==> src/design/trd_pkg.sv <==
// ----------------------------------------------------------------------------
// trd_pkg: touch report decoder package
// Item types, register index codes, orientation codes and report layout.
// ----------------------------------------------------------------------------
package trd_pkg;

   // report layout
   localparam int HEADER_LEN = 3;
   localparam int RECORD_LEN = 6;
   localparam int REC_IDX_W  = 3;    // byte index inside one record

   // event codes of a finger record
   localparam logic [1:0] EV_LIFT    = 2'd1;
   localparam logic [1:0] EV_INVALID = 2'd3;

   // field masks
   localparam logic [7:0] LOW_NIBBLE  = 8'h0F;
   localparam logic [7:0] EVENT_MASK  = 8'hC0;
   localparam logic [7:0] SLOT_MASK   = 8'hF0;

   localparam int COORD_W    = 12;
   localparam int CSR_IDX_W  = 2;
   localparam int CSR_DATA_W = 12;

   typedef enum logic [CSR_IDX_W-1:0] {
      CSR_ORIENT  = 2'd0,
      CSR_X_LIMIT = 2'd1,
      CSR_Y_LIMIT = 2'd2,
      CSR_ENABLE  = 2'd3
   } csr_index_type;

   typedef enum logic [1:0] {
      ORIENT_NONE          = 2'd0,
      ORIENT_SWAP          = 2'd1,
      ORIENT_SWAP_MIRROR_Y = 2'd2,
      ORIENT_SWAP_MIRROR_X = 2'd3
   } orient_type;

   typedef struct packed {
      logic [7:0] report_byte;
      logic       first_byte;
   } req_item_type;

   typedef struct packed {
      logic               has_finger;
      logic [3:0]         slot_number;
      logic               contact_active;
      logic [COORD_W-1:0] pos_x;
      logic [COORD_W-1:0] pos_y;
      logic               frame_end;
   } rsp_item_type;

endpackage

==> src/design/touch_report_decoder.sv <==
// ----------------------------------------------------------------------------
// touch_report_decoder: multi-touch report byte decoder
// Parses a byte stream of touch reports into finger slot events.
// ----------------------------------------------------------------------------
// Usage:
//   req channel takes one report byte per item; first_byte marks byte zero
//   and resyncs the parser at any time. Bytes seen before the first sync
//   are dropped.
//   rsp channel gives at most one item per request: a slot event when the
//   fourth byte of a valid finger record arrives, and/or a frame end marker
//   on the last byte of the report.
//   csr channel writes orientation_mode (0), x_limit (1), y_limit (2) and
//   enable (3); it is always ready. Write only while the block is idle.
// Each result is registered. Throughput is one byte per cycle while no result
// is stalled, set by the single output register that holds the decoded
// result. A result waiting under rsp_stall holds the request side off only
// while it is stalled; a result taken in the same cycle frees the register.
// Reset (synchronous) clears the parser to wait for sync, empties the
// output register and loads the register defaults (no rotation, limits
// 4095, enabled).
// ----------------------------------------------------------------------------
module touch_report_decoder
   import trd_pkg::*;
#(
   parameter int FINGERS      = 5,
   parameter int REPORT_BYTES = 31
) (
   input  logic                  clock,
   input  logic                  reset,
   // request channel
   input  logic                  req_valid,
   output logic                  req_stall,
   input  req_item_type          req_item,
   // result channel
   output logic                  rsp_valid,
   input  logic                  rsp_stall,
   output rsp_item_type          rsp_item,
   // configuration
   input  logic                  csr_valid,
   output logic                  csr_ready,
   input  logic [CSR_IDX_W-1:0]  csr_index,
   input  logic [CSR_DATA_W-1:0] csr_data
);

   localparam int PosW = $clog2(REPORT_BYTES);
   localparam int RecW = $clog2(FINGERS + 1);
   localparam logic [PosW:0]        LastCnt  = REPORT_BYTES[PosW:0];
   localparam logic [PosW-1:0]      HdrLen   = HEADER_LEN[PosW-1:0];
   localparam logic [REC_IDX_W-1:0] RecLast  = REC_IDX_W'(RECORD_LEN - 1);
   localparam logic [RecW-1:0]      RecCount = FINGERS[RecW-1:0];

   // configuration registers
   orient_type         orient_ff;
   logic [COORD_W-1:0] x_limit_ff;
   logic [COORD_W-1:0] y_limit_ff;
   logic               enable_ff;

   // parser state
   logic [PosW-1:0]      pos_ff, pos_in;
   logic                 frame_ff, frame_in;
   logic [REC_IDX_W-1:0] k_ff, k_in;
   logic [RecW-1:0]      rec_ff, rec_in;
   logic [23:0]          rec_bytes_ff, rec_bytes_in;

   // output register
   logic                 rsp_valid_ff, rsp_valid_in;
   rsp_item_type         rsp_item_ff, rsp_item_in;

   logic                 accept;
   logic                 live;
   logic [PosW-1:0]      pos;
   logic [REC_IDX_W-1:0] k;
   logic [RecW-1:0]      rec;
   logic [PosW:0]        pos_next;
   logic                 in_header;
   logic                 in_record;
   logic                 complete;
   logic                 last;
   logic [7:0]           b0, b1, b2, byte_in;
   logic [COORD_W-1:0]   x, y, px, py;
   logic [1:0]           ev;
   logic                 finger;
   logic                 active;

   assign csr_ready = 1'b1;
   assign req_stall = rsp_valid_ff && rsp_stall;
   assign accept    = req_valid && !req_stall;
   assign rsp_valid = rsp_valid_ff;
   assign rsp_item  = rsp_item_ff;

   // configuration writes
   always_ff @(posedge clock) begin
      if (reset) begin
         orient_ff  <= ORIENT_NONE;
         x_limit_ff <= '1;
         y_limit_ff <= '1;
         enable_ff  <= 1'b1;
      end else if (csr_valid && csr_ready) begin
         unique case (csr_index_type'(csr_index))
            CSR_ORIENT:  orient_ff  <= orient_type'(csr_data[1:0]);
            CSR_X_LIMIT: x_limit_ff <= csr_data[COORD_W-1:0];
            CSR_Y_LIMIT: y_limit_ff <= csr_data[COORD_W-1:0];
            CSR_ENABLE:  enable_ff  <= csr_data[0];
            default: ;
         endcase
      end
   end

   // position within the report; first_byte restarts it
   always_comb begin
      byte_in   = req_item.report_byte;
      live      = req_item.first_byte || frame_ff;
      pos       = req_item.first_byte ? '0 : pos_ff;
      k         = req_item.first_byte ? '0 : k_ff;
      rec       = req_item.first_byte ? '0 : rec_ff;
      pos_next  = {1'b0, pos} + 1'b1;
      last      = pos_next >= LastCnt;
      in_header = pos < HdrLen;
      in_record = !in_header && (rec < RecCount);
      complete  = in_record && (k == REC_IDX_W'(3));
   end

   // record field extraction
   always_comb begin
      b0 = rec_bytes_ff[23:16];
      b1 = rec_bytes_ff[15:8];
      b2 = rec_bytes_ff[7:0];
      x  = {b0[3:0] & LOW_NIBBLE[3:0], b1};
      y  = {b2[3:0] & LOW_NIBBLE[3:0], byte_in};
      ev = 2'((b0 & EVENT_MASK) >> 6);
      finger = complete && (ev != EV_INVALID);
      active = ev != EV_LIFT;
   end

   // orientation, mirrored coordinates saturate at zero
   always_comb begin
      unique case (orient_ff)
         ORIENT_SWAP: begin
            px = y;
            py = x;
         end
         ORIENT_SWAP_MIRROR_Y: begin
            px = y;
            py = (y_limit_ff >= x) ? y_limit_ff - x : '0;
         end
         ORIENT_SWAP_MIRROR_X: begin
            px = (x_limit_ff >= y) ? x_limit_ff - y : '0;
            py = x;
         end
         default: begin
            px = x;
            py = y;
         end
      endcase
   end

   // parser next state
   always_comb begin
      pos_in       = pos_ff;
      frame_in     = frame_ff;
      k_in         = k_ff;
      rec_in       = rec_ff;
      rec_bytes_in = rec_bytes_ff;
      if (accept && live) begin
         frame_in = !last;
         pos_in   = last ? '0 : pos_next[PosW-1:0];
         k_in     = k;
         rec_in   = rec;
         if (!in_header) begin
            if (k == RecLast) begin
               k_in   = '0;
               rec_in = (rec < RecCount) ? rec + 1'b1 : rec;
            end else begin
               k_in = k + 1'b1;
            end
         end
         if (in_record) begin
            unique case (k)
               REC_IDX_W'(0): rec_bytes_in[23:16] = byte_in;
               REC_IDX_W'(1): rec_bytes_in[15:8]  = byte_in;
               REC_IDX_W'(2): rec_bytes_in[7:0]   = byte_in;
               default: ;
            endcase
         end
      end
   end

   // result register
   always_comb begin
      rsp_item_in  = rsp_item_ff;
      rsp_valid_in = rsp_valid_ff && rsp_stall;
      if (accept && live && enable_ff && (finger || last)) begin
         rsp_valid_in                = 1'b1;
         rsp_item_in.has_finger      = finger;
         rsp_item_in.slot_number     = finger ? 4'((b2 & SLOT_MASK) >> 4) : 4'd0;
         rsp_item_in.contact_active  = finger && active;
         rsp_item_in.pos_x           = (finger && active) ? px : '0;
         rsp_item_in.pos_y           = (finger && active) ? py : '0;
         rsp_item_in.frame_end       = last;
      end
   end

   always_ff @(posedge clock) begin
      if (reset) begin
         pos_ff       <= '0;
         frame_ff     <= 1'b0;
         k_ff         <= '0;
         rec_ff       <= '0;
         rsp_valid_ff <= 1'b0;
      end else begin
         pos_ff       <= pos_in;
         frame_ff     <= frame_in;
         k_ff         <= k_in;
         rec_ff       <= rec_in;
         rsp_valid_ff <= rsp_valid_in;
      end
   end

   always_ff @(posedge clock) begin
      rec_bytes_ff <= rec_bytes_in;
      rsp_item_ff  <= rsp_item_in;
   end

endmodule

==> config.mk <==
export PLATFORM = sky130hd
export DESIGN_NAME = touch_report_decoder
export DESIGN_NICKNAME = d
export VERILOG_FILES = /design/src/design/trd_pkg.sv /design/src/design/touch_report_decoder.sv
export SDC_FILE = /design/constraint.sdc
export NUM_CORES = 1
export LEC_CHECK = 0
export BUFFER_PORTS_ARGS = -buffer_cell sky130_fd_sc_hd__buf_2
export CORE_AREA = 3 3 100 102
export DETAILED_ROUTE_END_ITERATION = 8
export DIE_AREA = 0 0 103 105
export GPL_TIMING_DRIVEN = 0
export HOLD_SLACK_MARGIN = 0.06
export PLACE_DENSITY = 0.86
export SETUP_SLACK_MARGIN = 0.02
export SKIP_LAST_GASP = 1
export SYNTH_ARGS = -nofsm -noshare
export SYNTH_HDL_FRONTEND = slang
export SYNTH_SLANG_ARGS = --single-unit
==> constraint.sdc <==
create_clock -name clock -period 5.68 [get_ports clock]
set_input_delay 1.136 -clock clock [delete_from_list [all_inputs] [get_ports clock]]
set_output_delay 1.136 -clock clock [all_outputs]
set_load 0.01 [all_outputs]
==> reports/results.txt, run 1 <==
The max-capacitance violation count is 0. Sorting the synthesized cells by area gives the leading types as sky130_fd_sc_hd__edfxtp_1 29%, sky130_fd_sc_hd__dfxtp_1 15%, sky130_fd_sc_hd__ha_1 7.4%. For the worst slew margin relative to its limit, the log shows 20.7%. CTS placed an instance of sky130_fd_sc_hd__clkbuf_8 at the clock tree root. For the number of H-tree levels, the log shows 3. Along the worst hold path, the cell count comes to 2. The residual DRC count is 0, and the starting density of the core is 58.7%.

Depth of the most critical reg-to-reg path: 6. Setup slack closes at 1.66 ns. In this run, synthesis inferred 53 flip-flops with an integrated enable. STA classifies the critical path startpoint as an input port. The first global-routing pass estimated 21200 um of wire. The tools report the area used by sequential logic in the layout as 0.00239 mm2. The clock insertion delay at the later pin of the skew report was 0.37 ns; the synthesis-to-finish area growth was 12.0%.

The run gives 0 as the post-route antenna net violation count. Violation count after the first detailed-routing iteration: 326. The run gives 0 as the post-CTS setup repair buffer count.

For the final routed database, the setup TNS stands at 0 ns. Fill cells in the final layout number 735. Final HPWL from detailed placement: 10300 um. Terminating pin of the worst hold path: y_limit_ff[0]. The run gives 0 as the number of warnings issued by yosys. Post-route minimum period: 4.02 ns. The number of cells produced by synthesis was 543.

For this run, the slowest stage of the critical path takes 1.02 ns. In the final layout, the multi-input gates occupy 0.00274 mm2. For this run, the top clock speed supported by timing is 249 MHz. The area of the core came out at 0.00920 mm2. Summed over all layers, the global routing overflow is 0. The type of the most critical hold path was register to register.

In this run, distinct cell masters in the synthesized netlist total 70. The via count normalized by instance count is 6.15, and the worst clock skew on the final layout is 0.0141 ns. IR analysis of the VDD net gives a maximum drop of 0.139 mV. Setup repair after global routing left no endpoint under its margin. In this run the static leakage power is 2.65 nW. Maximum number of pins on one net before global-route repair: 33.

In this run the cell area of the synthesized design comes to 0.00540 mm2. In this run the critical register-to-register path is captured at rsp_item[15]. The run gives 675 as the post-layout net count. The power density normalized to cell area was 229 mW/mm2.

The most numerous cell on the critical path is sky130_fd_sc_hd__buf_2. The logs give 1.29 ns for the post-placement worst setup slack and 44.3% for the post-synthesis sequential area ratio. Via count of the first global-routing pass: 4198. After routing the design area is 0.00605 mm2. The async set-or-reset flop fraction in the synthesized netlist was 0%; the final cell count without fillers was 729. The share of post-route cells with drive strength above 1 was 19.4%; the number of diodes added for antenna fixing was 0. At the worst endpoint, the required time is 5.66 ns. Summed over all layers, the routed wires come to 13300 um. The largest total area in the synthesized netlist belongs to sky130_fd_sc_hd__edfxtp_1.

The setup path with the least slack is of type input port to register. Leaving out fill and tap cells, the most frequent cell in the layout is sky130_fd_sc_hd__buf_2. In this run the horizontal extent of the chip is 103 um. For the final number of hold-violating endpoints, the log shows 0. The die outline area was 0.0108 mm2. Slew at the pin closest to its max-slew limit: 1.19 ns. The run gives 0 as the total setup violations reported at the end of the flow. In this run the most critical hold path is launched from y_limit_ff[0].

The tools report the critical register-to-register path startpoint as pos_ff[1]. CTS saw 93 sinks. Data on the critical path arrives at its endpoint at 4.00 ns. The run gives 0 as the max-slew violation count. For this block, the via count after detailed routing is 4485. The hold buffer count at CTS is 0.

The nature of the critical path endpoint was a register. The commonest register cell after synthesis was sky130_fd_sc_hd__edfxtp_1. The cell count after placement was 713. The congestion estimate from routability-driven global placement came to 0.953. The average routed wire per standard cell was 18.2 um. In the layout the commonest cells are 62 x sky130_fd_sc_hd__buf_2, 59 x sky130_fd_sc_hd__nand2_1, 53 x sky130_fd_sc_hd__edfxtp_1. The first TritonRoute pass finished after 5 iterations. Counting flops and latches in the post-synthesis netlist gives 93. The final total power was 1.38 mW.

In this run the cell area measured after placement is 0.00584 mm2. Counting along the longest clock path gives a buffer depth of 2. The floorplan has 35 rows. Clock-pin slew was measured on the worst setup and hold paths at 0.10 ns. The synthesized net count came out at 605. After synthesis, the largest area contributor takes up 29.5% of total cell area.

The number of buffers inserted during clock tree synthesis was 9. Traced cell by cell, the critical path runs through buf_2 -> buf_2 -> clkbuf_1 -> nor2b_1 -> ha_1 -> xor2_1 -> o211ai_1 -> a21oi_2 -> o211a_1. The quantity of I/O buffers inserted on ports is 59. On the critical path, the stage with the largest delay is an instance of sky130_fd_sc_hd__o211a_1.

For this run, the total global-route usage over all layers was measured as 25.2%. The initial antenna violation count is 0. From bottom edge to top edge, the die measures 105 um.

Post-CTS repair changed the size of 0 cells. During I/O placement, the number of pins put on the boundary was 62. TritonCTS built the clock tree. The run finished with clean final reports. The maximum fanout encountered on the critical timing path was 32. The average instance area after synthesis works out to 9.95 um2. In the finished design, the share of the clock period the worst path needs comes to 70.7%. The setup slack on the worst flop-to-flop path is 2.73 ns.
==> layer usage <==
layer	share of wire (%)	global-route usage, %	wire length (um)	up-vias
met1	43	35.1	5760	2104
met4	2.7	7.86	355	0
met5	0	0	0	-
met3	7.1	3.67	945	35
li1	-	-	-	2137
met2	47	40.3	6240	209
==> power breakdown <==
group,internal (mW),switching [mW]
sequential,0.717,0.00892
combinational,0.0694,0.111
clock,0.215,0.263
total,1.00,0.383
==> synthesized netlist by cell type (all sizes together) (12+ instances only) <==
master / count
a211oi: 13
a21oi: 49
a221oi: 22
clkbuf: 17
dfxtp: 40
edfxtp: 53
ha: 32
inv: 40
nand2: 59
nand3b: 29
nor2: 25
nor3: 12
o21ai: 21
==> worst max-delay path, delay by kind of cell <==
family,cells,cell delay [ns]
xor+xnor,1,0.15
buf+inv,3,0.74
compound gates,3,1.52
fa+ha+maj,1,0.28
simple gates,1,0.13
==> how the worst max path moves through the flow <==
stage	start	endpoint	slack [ns]	cells after the start
2_1_floorplan	req_item[0]	rsp_item[0]	2.06	8
3_3_place_gp	req_item[0]	rsp_item[14]	1.45	9
3_5_place_dp	req_item[0]	rsp_item[1]	1.29	9
4_1_cts	req_item[0]	rsp_item[1]	1.67	9
5_1_grt	req_item[0]	rsp_item[3]	1.44	9
6_report	req_item[0]	rsp_item[15]	1.66	9
==> kinds of logic after synthesis <==
logic type	synth area share [%]
adder cells (fa/ha/maj)	8.15
XOR/XNOR	2.11
AND/OR/NAND/NOR	18.4
flip-flops	44.3
other	0.0694
buffers and inverters	5.07
multiplexers	0.556
AO/OA/AOI/OAI	21.4
==> through the flow <==
step / hold WS, ns / util, %
2_1_floorplan: 0.439 / -
5_1_grt: 0.514 / 65.8
3_3_place_gp: 0.454 / 63.5
4_1_cts: 0.480 / 65.8
3_5_place_dp: 0.454 / 63.5
6_report: 0.481 / 65.8
==> flip-flops by register name, indices dropped and copies added, names as in the netlist, 2 cells and up <==
register      flops
rsp_item         31
k_ff              3
rec_ff            3
pos_ff            5
x_limit_ff       12
rec_bytes_ff     22
orient_ff         2
y_limit_ff       12
==> cell type report <==
class                           instances  share of cell area (%)
Multi-Input combinational cell        385                    45.2
Buffer                                 25                    2.05
Tap cell                              111                    2.29
Inverter                               40                    2.48
Clock buffer                            9                    2.05
Sequential cell                        93                    39.5
Clock inverter                          7                    1.53
Timing Repair Buffer                   59                    4.88
(Power assumes the default switching activity.)
==> inputs of run 2 (changes only) <==
--- a/config.mk
+++ b/config.mk
@@ -6,12 +6,12 @@
 export NUM_CORES = 1
 export LEC_CHECK = 0
 export BUFFER_PORTS_ARGS = -buffer_cell sky130_fd_sc_hd__buf_2
-export CORE_AREA = 3 3 100 102
+export CORE_AREA = 3 3 105 107
 export DETAILED_ROUTE_END_ITERATION = 8
-export DIE_AREA = 0 0 103 105
+export DIE_AREA = 0 0 108 110
 export GPL_TIMING_DRIVEN = 0
 export HOLD_SLACK_MARGIN = 0.06
-export PLACE_DENSITY = 0.86
+export PLACE_DENSITY = 0.83
 export SETUP_SLACK_MARGIN = 0.02
 export SKIP_LAST_GASP = 1
 export SYNTH_ARGS = -nofsm -noshare
==> constraint.sdc (replaced) <==
create_clock -name clock -period 3.45 [get_ports clock]
set_input_delay 0.69 -clock clock [delete_from_list [all_inputs] [get_ports clock]]
set_output_delay 0.69 -clock clock [all_outputs]
set_load 0.01 [all_outputs]
==> run 2 against run 1 <==
Against the previous run: critical path type unchanged; cell count up 3.4%; first-iteration DRC count down 17%; die area up 9.8%; critical endpoint is now rsp_item[1]; sequential power up 65%; final area up 0.35%; combinational power up 65%; worst setup slack worse by 1.3 ns; via count down 1.8%; routed wire length up 3.0%; global-route usage down 1.5 points; clock-buffer cell count up 2; flip-flop and latch count unchanged.
==> reports/results.txt, run 2 (synthesis gave the netlist of run 1 again) <==
The flow ran to the end, and the final reports show no timing, DRC or antenna violations. Capturing point of the worst reg2reg path: rsp_item[9]. Internal power: 1.65 mW (+65%). The leakage component of the power is 2.64 nW (-0.32%).

The logs give 0 (unchanged) for the residual overflow from global routing and 2 (unchanged) for the maximum root-to-sink buffer count. The tools report the maximum number of pins on one net before global-route repair as 33 (unchanged). STA classifies the critical path endpoint as a register.

The critical path ends at rsp_item[1]. The number of diodes added for antenna fixing came out at 0 (unchanged). The slew at the pin closest to its max-slew limit is 0.659 ns (-0.531 ns). The via count normalized by instance count came out at 5.84 (-5.1%). The switching power was 0.580 mW (+51%).

The required arrival time at the worst endpoint was 3.46 ns (-2.20 ns). In this run the clock root is driven by a sky130_fd_sc_hd__clkbuf_8. First element of the critical path: req_item[0]. For the final HPWL from detailed placement, the log shows 10700 um (+3.8%).

The register share of total power was 53.6% (+1.2 points); the clock insertion delay at the later pin of the skew report was 0.36 ns (about the same). The first-pass iteration count of the detailed router came out at 6 (+1). The library cells used most frequently in the layout, excluding fill and tap cells, are 62 x sky130_fd_sc_hd__buf_2, 59 x sky130_fd_sc_hd__nand2_1, 53 x sky130_fd_sc_hd__edfxtp_1. The global router's overall resource usage is 23.7% (-1.5 points). The final weighted congestion of routability-driven global placement is 0.935 (-1.9%), and the worst slew margin relative to its limit is 56.1% (+35 points).

Traced cell by cell, the critical path runs through buf_2 -> buf_2 -> clkbuf_1 -> nor2b_1 -> ha_1 -> xor2_1 -> o211ai_1 -> a21oi_2 -> o211a_4. The setup slack on the worst flop-to-flop path is 0.76 ns (-1.97 ns), and the max-capacitance violation count is 0 (unchanged). Area of the core: 0.0102 mm2 (+11%). The floorplan die width is 108 um (+4.9%), and the sink count of the clock tree is 93 (unchanged).

The critical path class is input port to register. Derived from the worst setup path, the maximum achievable clock frequency is 327 MHz. The post-CTS setup repair buffer count was 0 (unchanged); the clock edge transition at the registers on the reported setup and hold paths was 0.09 ns (about the same).

Y dimension of the die: 110 um (+4.8%). The share of post-route cells with drive strength above 1 is 19.4% (unchanged), and the synthesis-to-finish area growth is 12.4%. The number of flip-flops in the largest register was 31 (unchanged); the initial antenna violation count was 0 (unchanged). The largest incremental delay on the critical path works out to 0.51 ns (-0.51 ns). The residual DRC count is 0 (unchanged). Setup repair after global routing left no endpoint under its margin. The tools report the total area of multi-input combinational cells as 0.00274 mm2 (+0.27%). Fraction of power spent switching nets: 26.0% (-1.7 points). TritonCTS built the clock tree. The power density normalized to cell area came out at 367 mW/mm2 (+61%). Type of the most critical hold path: register to register. The aggregate negative setup slack was 0 ns (unchanged).

In the finished design, the share of the clock period the worst path needs comes to 88.7%. In this run the critical register-to-register path is launched from y_limit_ff[0]. The library cell used most frequently in the layout, excluding fill and tap cells, is sky130_fd_sc_hd__buf_2. In this run the most critical hold path is launched from x_limit_ff[10]. The total setup violations reported at the end of the flow is 0 (unchanged), and the wire length of the first global-routing pass is 21500 um (+1.3%). For the starting density of the core, the log shows 52.8% (-5.9 points).

The portion of total power attributed to the clock network was 33.1% (-1.4 points). The post-layout net count is 675 (unchanged). The depth of the most critical reg-to-reg path was 11 (+5); the number of placement rows was 37 (+5.7%).

The count of filler cells inserted in the layout is 908 (+24%), and the post-route antenna net violation count is 0 (unchanged). Average routed wire per standard cell: 18.2 um (-0.39%). Among all stages on the critical path, the largest delay is contributed by sky130_fd_sc_hd__o211a_4. By instance count, the cell type seen most on the critical path is sky130_fd_sc_hd__buf_2. STA classifies the critical path startpoint as an input port.

For the maximum resistive drop on vdd, the log shows 0.230 mV (+66%). The post-route minimum period is 3.06 ns, and the final non-filler cell area is 0.00607 mm2 (+0.35%). The max-slew violation count was 0 (unchanged). The quantity of I/O buffers inserted on ports is 59 (unchanged). The tools report the area used by sequential logic in the layout as 0.00239 mm2 (unchanged). The total routed wirelength is 13700 um (+3.0%), and the routed via count is 4404 (-1.8%). The maximum fanout encountered on the critical timing path was 32 (unchanged); the power share of the combinational group was 13.3% (+0.2 points). Number of buffers inserted during clock tree synthesis: 9 (unchanged). The number of H-tree levels is 3 (unchanged). The run gives 0 (unchanged) as the final number of hold-violating endpoints. The logs give 0.0117 ns (-0.00244 ns) for the worst clock skew on the final layout and 62 (unchanged) for the count of pins on the block boundary. The logs give 4151 (-1.1%) for the via count of the first global-routing pass and 0.0119 mm2 (+9.8%) for the die outline area. Endpoint arrival time on the critical path: 3.07 ns (-0.93 ns). The total placed instance area was 0.00587 mm2 (+0.54%). The violation count after the first detailed-routing iteration was 269 (-17%).
[run 2: power by group through the flow]
stage	Combinational [mW]	Sequential, mW	Clock (mW)
floorplan	0.206	1.21	0
detailed placement	0.290	1.22	0
finish	0.298	1.20	0.739
global placement	0.282	1.22	0
CTS	0.292	1.19	0.751
global route	0.328	1.20	0.795
[run 2: cell type report]
cell class              instances  area share, %
well taps                     136           2.80
multi-input cells             385           45.2
flip-flops and latches         93           39.4
clock inverters                 5          0.947
inverters                      40           2.47
clock buffers                  11           2.33
repair buffers                 59           4.86
plain buffers                  25           2.04
[run 2: what timing repair did]
| action | in CTS | in global routing |
|---|---|---|
| setup endpoints to repair | 31 | 31 |
| resized for setup | 1 | 1 |
| hold buffers | 0 | 0 |
[run 2: worst min path at each step]
stage          depth (start not counted)  slack (ns)             end
2_1_floorplan                          2        0.44   y_limit_ff[0]
3_3_place_gp                           2        0.46   y_limit_ff[0]
3_5_place_dp                           2        0.47  x_limit_ff[10]
4_1_cts                                2        0.49  x_limit_ff[10]
5_1_grt                                2        0.51   x_limit_ff[7]
6_report                               2        0.48  x_limit_ff[10]
[run 2: worst max-delay path, delay by kind of cell]
kind            cells  cell delay [ns]
compound gates      3             1.05
xor+xnor            1             0.15
buf+inv             3             0.72
simple gates        1             0.14
fa+ha+maj           1             0.28
[run 2: metrics by stage]
stage	util (%)	power, mW	hold slack (ns)	cells	setup WS, ns
floorplan	-	1.42	0.439	543	0.280
global placement	57.4	1.50	0.456	738	-0.370
detailed placement	57.4	1.51	0.466	738	-0.463
CTS	59.3	2.24	0.487	754	0.172
global route	59.4	2.32	0.512	754	0.222
finish	59.4	2.23	0.484	754	0.389
[run 2: metal layers]
layer | share of wire [%] | up-vias | track usage (%)
li1 | - | 2142 | -
met1 | 44 | 2078 | 31.5
met2 | 47 | 158 | 39.4
met3 | 6.2 | 26 | 4.08
met4 | 2.8 | 0 | 8.12
met5 | 0 | - | 0
